### config.mk
export PLATFORM = sky130hd
export DESIGN_NAME = selection_sorter
export DESIGN_NICKNAME = d
export VERILOG_FILES = /design/src/hw/rtl/ssort_pkg.sv /design/src/hw/rtl/ssort_ram.sv /design/src/hw/rtl/ssort_dp.sv /design/src/hw/rtl/ssort_ctrl.sv /design/src/hw/rtl/selection_sorter.sv
export VERILOG_INCLUDE_DIRS = /design/src /design/src/hw/rtl
export SDC_FILE = /design/constraint.sdc
export NUM_CORES = 2
export LEC_CHECK = 0
export ABC_AREA = 1
export ABC_CLOCK_PERIOD_IN_PS = 6600
export BUFFER_PORTS_ARGS = -buffer_cell sky130_fd_sc_hd__buf_4
export CORE_UTILIZATION = 30
export CTS_CLUSTER_SIZE = 24
export DETAILED_ROUTE_END_ITERATION = 10
export GPL_ROUTABILITY_DRIVEN = 0
export PLACE_DENSITY = 0.52
export REMOVE_ABC_BUFFERS = 1
export SYNTH_ARGS = -nofsm -noshare
export SYNTH_HDL_FRONTEND = slang
export SYNTH_SLANG_ARGS = --single-unit
### constraint.sdc
create_clock -name clk -period 6.6 [get_ports clk]
set_input_delay 0.99 -clock clk [delete_from_list [all_inputs] [get_ports clk]]
set_output_delay 0.99 -clock clk [all_outputs]
set_load 0.01 [all_outputs]
### src/hw/rtl/selection_sorter_defines.svh
// Assertion macros shared by the selection sorter RTL.
`ifndef SELECTION_SORTER_DEFINES_SVH
`define SELECTION_SORTER_DEFINES_SVH

// Same-cycle implication, checked on clk and masked during reset.
`define SSORT_ASSERT_IMPLY(label, lhs, rhs, msg) \
	label: assert property (@(posedge clk) disable iff (!arst_n) (lhs) |-> (rhs)) \
		else $error(msg);

// Next-cycle implication, checked on clk and masked during reset.
`define SSORT_ASSERT_NEXT(label, lhs, rhs, msg) \
	label: assert property (@(posedge clk) disable iff (!arst_n) (lhs) |=> (rhs)) \
		else $error(msg);

`endif

### src/hw/rtl/ssort_pkg.sv
// Shared constants, state codes and control structs for the selection sorter.
package ssort_pkg;

	localparam int DEPTH = 64;
	localparam int WIDTH = 32;
	localparam int AW    = (DEPTH > 1) ? $clog2(DEPTH) : 1;
	localparam int CW    = $clog2(DEPTH + 1);

	typedef enum logic [6:0] {
		ST_IDLE      = 7'b0000001,
		ST_SCAN      = 7'b0000010,
		ST_DRAIN     = 7'b0000100,
		ST_SWAP_A    = 7'b0001000,
		ST_SWAP_B    = 7'b0010000,
		ST_OUT       = 7'b0100000,
		ST_OUT_DRAIN = 7'b1000000
	} state_t;

	typedef struct packed {
		logic accept;
		logic begin_sort;
		logic scan_rd;
		logic swap_a;
		logic swap_b;
		logic rewind;
		logic out_rd;
		logic clear;
	} cmd_t;

	typedef struct packed {
		logic multi;
		logic scan_at_last;
		logic next_pos_last;
	} status_t;

endpackage

### src/hw/rtl/ssort_ram.sv
// Generic single-write, single-read RAM with registered read data.
module ssort_ram #(
	parameter int W = 32,
	parameter int D = 64,
	parameter int A = (D > 1) ? $clog2(D) : 1
) (
	input  logic         clk,
	input  logic         we,
	input  logic [A-1:0] waddr,
	input  logic [W-1:0] wdata,
	input  logic [A-1:0] raddr,
	output logic [W-1:0] rdata
);

	logic [W-1:0] mem_q [D];

	always_ff @(posedge clk) begin
		if (we) begin
			mem_q[waddr] <= wdata;
		end
		rdata <= mem_q[raddr];
	end

endmodule

### src/hw/rtl/ssort_dp.sv
// Datapath: element store, counters, min tracking and result stage.
module ssort_dp (
	input  logic                            clk,
	input  logic                            arst_n,
	input  ssort_pkg::cmd_t                 cmd,
	input  logic signed [ssort_pkg::WIDTH-1:0] value,
	output ssort_pkg::status_t              status,
	output logic                            strobe,
	output logic signed [ssort_pkg::WIDTH-1:0] sorted_value,
	output logic                            last_of_run,
	output logic                            overflowed
);

	logic [ssort_pkg::CW-1:0]    count_q;
	logic [ssort_pkg::CW-1:0]    count_nxt;
	logic                        ovf_q;
	logic                        full;
	logic [ssort_pkg::AW-1:0]    last_idx;
	logic [ssort_pkg::AW-1:0]    pos_q;
	logic [ssort_pkg::AW-1:0]    scan_q;
	logic [ssort_pkg::WIDTH-1:0] best_q;
	logic [ssort_pkg::AW-1:0]    best_idx_q;
	logic [ssort_pkg::WIDTH-1:0] pos_val_q;
	logic                        cmp_s1;
	logic                        first_s1;
	logic [ssort_pkg::AW-1:0]    addr_s1;
	logic                        out_s1;
	logic                        last_s1;
	logic                        we;
	logic [ssort_pkg::AW-1:0]    waddr;
	logic [ssort_pkg::WIDTH-1:0] wdata;
	logic [ssort_pkg::WIDTH-1:0] rdata;

	assign full      = (count_q == ssort_pkg::CW'(ssort_pkg::DEPTH));
	assign count_nxt = full ? count_q : count_q + ssort_pkg::CW'(1);
	assign last_idx  = ssort_pkg::AW'(count_q - ssort_pkg::CW'(1));

	assign status.multi         = (count_nxt > ssort_pkg::CW'(1));
	assign status.scan_at_last  = (scan_q == last_idx);
	assign status.next_pos_last = ((pos_q + ssort_pkg::AW'(1)) == last_idx);

	// write port: load, then the two halves of a swap
	always_comb begin
		we    = 1'b0;
		waddr = count_q[ssort_pkg::AW-1:0];
		wdata = value;
		if (cmd.accept) begin
			we = !full;
		end else if (cmd.swap_a) begin
			we    = 1'b1;
			waddr = pos_q;
			wdata = best_q;
		end else if (cmd.swap_b) begin
			we    = 1'b1;
			waddr = best_idx_q;
			wdata = pos_val_q;
		end
	end

	ssort_ram #(
		.W(ssort_pkg::WIDTH),
		.D(ssort_pkg::DEPTH),
		.A(ssort_pkg::AW)
	) u_store (
		.clk  (clk),
		.we   (we),
		.waddr(waddr),
		.wdata(wdata),
		.raddr(scan_q),
		.rdata(rdata)
	);

	always_ff @(posedge clk or negedge arst_n) begin
		if (!arst_n) begin
			count_q <= '0;
			ovf_q   <= 1'b0;
			cmp_s1  <= 1'b0;
			out_s1  <= 1'b0;
		end else begin
			if (cmd.clear) begin
				count_q <= '0;
				ovf_q   <= 1'b0;
			end else if (cmd.accept) begin
				count_q <= count_nxt;
				if (full) begin
					ovf_q <= 1'b1;
				end
			end
			cmp_s1 <= cmd.scan_rd;
			out_s1 <= cmd.out_rd;
		end
	end

	always_ff @(posedge clk) begin
		if (cmd.begin_sort) begin
			pos_q  <= '0;
			scan_q <= '0;
		end else if (cmd.scan_rd || cmd.out_rd) begin
			scan_q <= scan_q + ssort_pkg::AW'(1);
		end else if (cmd.swap_b) begin
			pos_q  <= pos_q + ssort_pkg::AW'(1);
			scan_q <= cmd.rewind ? '0 : pos_q + ssort_pkg::AW'(1);
		end
		first_s1 <= (scan_q == pos_q);
		addr_s1  <= scan_q;
		last_s1  <= (scan_q == last_idx);
		// min search: first word of a pass seeds it, ties keep the earlier index
		if (cmp_s1) begin
			if (first_s1) begin
				best_q     <= rdata;
				best_idx_q <= addr_s1;
				pos_val_q  <= rdata;
			end else if ($signed(rdata) < $signed(best_q)) begin
				best_q     <= rdata;
				best_idx_q <= addr_s1;
			end
		end
	end

	assign strobe       = out_s1;
	assign sorted_value = $signed(rdata);
	assign last_of_run  = last_s1;
	assign overflowed   = ovf_q;

endmodule

### src/hw/rtl/ssort_ctrl.sv
// Controller: load, scan/swap passes and output sequencing.
module ssort_ctrl (
	input  logic                clk,
	input  logic                arst_n,
	input  logic                start,
	input  logic                is_last,
	input  ssort_pkg::status_t  status,
	output ssort_pkg::cmd_t     cmd,
	output logic                busy
);

	ssort_pkg::state_t state_q;
	ssort_pkg::state_t state_nxt;

	always_comb begin
		state_nxt = state_q;
		cmd       = '0;
		case (state_q)
			ssort_pkg::ST_IDLE: begin
				if (start) begin
					cmd.accept = 1'b1;
					if (is_last) begin
						cmd.begin_sort = 1'b1;
						state_nxt = status.multi ? ssort_pkg::ST_SCAN : ssort_pkg::ST_OUT;
					end
				end
			end
			ssort_pkg::ST_SCAN: begin
				cmd.scan_rd = 1'b1;
				if (status.scan_at_last) begin
					state_nxt = ssort_pkg::ST_DRAIN;
				end
			end
			ssort_pkg::ST_DRAIN: begin
				state_nxt = ssort_pkg::ST_SWAP_A;
			end
			ssort_pkg::ST_SWAP_A: begin
				cmd.swap_a = 1'b1;
				state_nxt  = ssort_pkg::ST_SWAP_B;
			end
			ssort_pkg::ST_SWAP_B: begin
				cmd.swap_b = 1'b1;
				if (status.next_pos_last) begin
					cmd.rewind = 1'b1;
					state_nxt  = ssort_pkg::ST_OUT;
				end else begin
					state_nxt = ssort_pkg::ST_SCAN;
				end
			end
			ssort_pkg::ST_OUT: begin
				cmd.out_rd = 1'b1;
				if (status.scan_at_last) begin
					state_nxt = ssort_pkg::ST_OUT_DRAIN;
				end
			end
			ssort_pkg::ST_OUT_DRAIN: begin
				cmd.clear = 1'b1;
				state_nxt = ssort_pkg::ST_IDLE;
			end
			default: begin
				state_nxt = ssort_pkg::ST_IDLE;
			end
		endcase
	end

	always_ff @(posedge clk or negedge arst_n) begin
		if (!arst_n) begin
			state_q <= ssort_pkg::ST_IDLE;
		end else begin
			state_q <= state_nxt;
		end
	end

	assign busy = (state_q != ssort_pkg::ST_IDLE);

endmodule

### src/hw/rtl/selection_sorter.sv
// Top level of the selection sorter: controller, datapath and checks.
//
// Usage: present a word on value/is_last with start high; it is taken at a
// rising edge where busy is low. Words are stored in a DEPTH-entry RAM; words
// that arrive when the store is full are dropped and the set is flagged.
// The word with is_last set closes the set: busy rises on the next cycle and
// the block sorts the n stored words ascending (signed) by selection sort.
// Each pass over the remaining m words reads one word per cycle through a
// single comparator, then drains the read pipeline and swaps the minimum
// into place, one half at a time through the single RAM write port.
// Results then stream out on consecutive cycles, one per stored word, each
// marked by strobe for exactly one cycle, last_of_run on the final one and
// overflowed on every one if the set lost words. The receiver cannot stall:
// results must be taken as they come. busy drops in the cycle after the
// final result; the next set may start then. Reset (arst_n low) empties the
// store count and overflow flag and returns the block to idle; RAM contents
// are not cleared and need not be.
`include "selection_sorter_defines.svh"

module selection_sorter (
	input  logic                               clk,
	input  logic                               arst_n,
	input  logic                               start,
	output logic                               busy,
	input  logic signed [ssort_pkg::WIDTH-1:0] value,
	input  logic                               is_last,
	output logic                               strobe,
	output logic signed [ssort_pkg::WIDTH-1:0] sorted_value,
	output logic                               last_of_run,
	output logic                               overflowed
);

	ssort_pkg::cmd_t    cmd;
	ssort_pkg::status_t status;

	ssort_ctrl u_ctrl (
		.clk    (clk),
		.arst_n (arst_n),
		.start  (start),
		.is_last(is_last),
		.status (status),
		.cmd    (cmd),
		.busy   (busy)
	);

	ssort_dp u_dp (
		.clk         (clk),
		.arst_n      (arst_n),
		.cmd         (cmd),
		.value       (value),
		.status      (status),
		.strobe      (strobe),
		.sorted_value(sorted_value),
		.last_of_run (last_of_run),
		.overflowed  (overflowed)
	);

	// results only come out while a set is being sorted or drained
	`SSORT_ASSERT_IMPLY(a_strobe_busy, strobe, busy, "result strobe while idle")
	// a closing word always starts a sort
	`SSORT_ASSERT_NEXT(a_close_busy, start && !busy && is_last, busy, "close did not start sort")
	// results of one set are contiguous
	`SSORT_ASSERT_NEXT(a_stream, strobe && !last_of_run, strobe, "gap in result stream")
	// nothing follows the final result
	`SSORT_ASSERT_NEXT(a_end, strobe && last_of_run, !strobe, "result after final word")

endmodule

==> metrics.yaml <==
synth.distinct_cells: 50
num_vias: 54941
drc: 0
ir_drop_mv: 0.346
cts_tree: "yes"
cts_made_buffers: 221
maxCapViolations: 0
path_class: "reg -> reg"
leakage_nw: 30.7
grt_max_degree: 207
setup_viol: 0
dieArea_um2: 289000
tightest_slew_ns: 1.38
wl_per_cell_um: 25.4
nets: 6512
run_status: "finished, final reports clean"
synthTopCellsByArea: "edfxtp_1 74%, o21ai_0 6.4%, nor2_1 5.0%"
synth-warning-count: 0
ys_seq_elements: 2187
htree_levels: 4
synth_area_um2: 86100
placement.io_buffers: 71
grt_pass1_wl_um: 377000
postCtsHoldBufs: 1
hold_violations: 0
area_delta_synth_final_pct: 14.1
clockRootBuffer: "clkbuf_16"
synth_top_area_cell: "edfxtp_1"
syn_avg_cell_area_um2: 13.3
async_reset_ff_share_pct: 0.777
worstHoldStart: "u_dp.addr_s1[1]$_DFF_P_"
drtAntennaViolNets: 0
required_ns: 7.06
reg2reg_from: "u_ctrl.state_q[4]$_DFFE_PN0P_"
die_w_um: 538
synth.most_common_cell: "edfxtp_1"
fin_crit_ns: 4.61
rows: 196
ys.flop_type: "edfxtp_1"
firstDrtPassIters: 9
die_y_um: 538
grt_pass1_vias: 52027
max-slew-margin-rel_pct: 7.57
utilization_pct: 34.5
synth_common_cells: "2118 x edfxtp_1, 1154 x nor2_1, 1108 x o21ai_0"
postCtsResizedCells: 0
syn-instance-count: 6473
crit_arrival_ns: 5.07
clock_latency_ns: 0.87
viasPerCell: 5.30
antenna_found_initial: 7
fp.coreArea_um2: 285000
crit_start: "u_ctrl.state_q[4]$_DFFE_PN0P_"
cts.sinks: 2187
power_mw: 40.0
wl_um: 263000
post_cts_buffers: 0
clk_pin_slew_ns: 0.07
synth_edf_count: 2118
io_pins: 72
fmax_mhz: 217
drive_above_1_share_pct: 9.85
skew_ns: 0.0484
gr-total-overflow: 0
rsz0062_at_grt: "no"
hp-class: "reg -> reg"
slew_viol_final: 0
power_density_nw_per_um2: 407
worst-path-max-fanout: 32
cp-start-kind: "flip-flop"
initial_utilization_pct: 30.2
seq_area_frac_synth_pct: 75.6
period_share_pct: 69.8
crit_path_end_kind: "flip-flop"
cts.path.max_buffers: 4
drt-initial-drc-count: 6666
grt_usage_pct: 17.7
place_hpwl_um: 149000
synth_top_area_share_pct: 73.9
==> logic make-up after synthesis <==
group	Yosys count	synth area share, %
adders and majority gates	36	0.523
and+or+nand+nor	1904	9.17
AOI/OAI and AO/OA	1784	11.9
buffers and inverters	541	2.65
DFF	2187	75.6
xor gates and xnor gates	21	0.214
==> path summary, 6_finish.rpt <==
| kind | end | slack, ns | cells after the start |
|---|---|---|---|
| max in group asynchronous | u_ctrl.state_q[0]$_DFFE_PN1P_ | 5.71 | 2 |
| worst max-delay path | u_dp.u_store.mem_q[35][7]$_DFFE_PP_ | 1.99 | 11 |
| worst min register to register | u_dp.best_idx_q[1]$_DFFE_PP_ | 0.40 | 0 |
| worst max register to register | u_dp.u_store.mem_q[35][7]$_DFFE_PP_ | 1.99 | 11 |
| worst min-delay path | u_dp.best_idx_q[1]$_DFFE_PP_ | 0.40 | 0 |
| min in group asynchronous | u_dp.cmp_s1$_DFF_PN0_ | 0.60 | 2 |
==> metrics by stage <==
step | std cells | hold WS (ns) | area, um^2 | setup WS, ns | setup TNS (ns)
global route | 10369 | 0.414 | 98300 | 1.82 | 0
CTS | 10368 | 0.404 | 98200 | 1.99 | 0
global placement | 9977 | 0.387 | 91500 | 1.99 | 0
floorplan | 6022 | 0.386 | 84200 | -43.40 | -1551.15
detailed placement | 9977 | 0.391 | 91500 | 2.03 | 0
finish | 10370 | 0.400 | 98300 | 1.99 | 0
==> cell usage in the layout (no fill, tap or decap), types with 16 or more instances in the layout <==
cell type	count
nor2_4	69
clkbuf_1	48
nand3_1	231
o21ai_0	1077
xor2_1	16
clkinv_2	34
o22ai_1	300
o21ai_4	31
buf_4	174
o211ai_1	73
dfrtp_1	16
dfxtp_1	47
ha_1	36
nand4_1	71
a21oi_1	99
edfxtp_1	2118
o221ai_1	184
inv_1	69
nand2_1	406
clkbuf_16	223
nor2_1	1090
clkinv_1	43
buf_12	19
==> state kept, by name (all words and copies together), names as in the netlist, 6 cells and up <==
name,cells
u_dp.u_store.mem_q,2048
u_dp.best_q,32
u_dp.pos_val_q,32
u_dp.u_store.rdata,32
u_ctrl.state_q,7
u_dp.count_q,7
u_dp.addr_s1,6
u_dp.best_idx_q,6
u_dp.pos_q,6
u_dp.scan_q,6
==> per-layer routing <==
layer,share of wire (%),global-route usage (%),wire length (um),vias to the layer above
li1,-,-,-,24246
met1,44,25.5,117000,28282
met2,46,27.9,121000,2069
met3,7.3,2.67,19200,342
met4,2.2,4.21,5830,2
met5,0.0038,0,10,-
==> area by class of cell <==
class                      count  area (um^2)
fill                       27574       187000
sequential                  2187        65100
multi-input combinational   3745        19600
clock buffer                 283         5930
tap                         3762         4710
timing repair buffer         195         1720
clock inverter               107          830
inverter                      90          380
antenna                        1         2.50
==> power breakdown <==
part | switching, mW | internal, mW | leakage [nW] | total, mW
Combinational | 8.78 | 2.87 | 7.67 | 11.7
Clock | 5.30 | 6.73 | 3.29 | 12.0
Sequential | 0.453 | 15.8 | 19.7 | 16.3
==> worst max-delay path, stage by stage, from the launching register on <==
cell,delay (ns)
dfrtp_1,0.41
nor2_1,0.17
nand2_2,0.12
clkinv_1,0.11
nand3_4,0.15
inv_2,0.50
nand2_1,0.11
o211ai_1,0.11
o21ai_1,0.30
inv_2,0.29
nand2_1,0.59
nor2_4,1.28
Note: power is estimated with default switching activity, not from simulation.
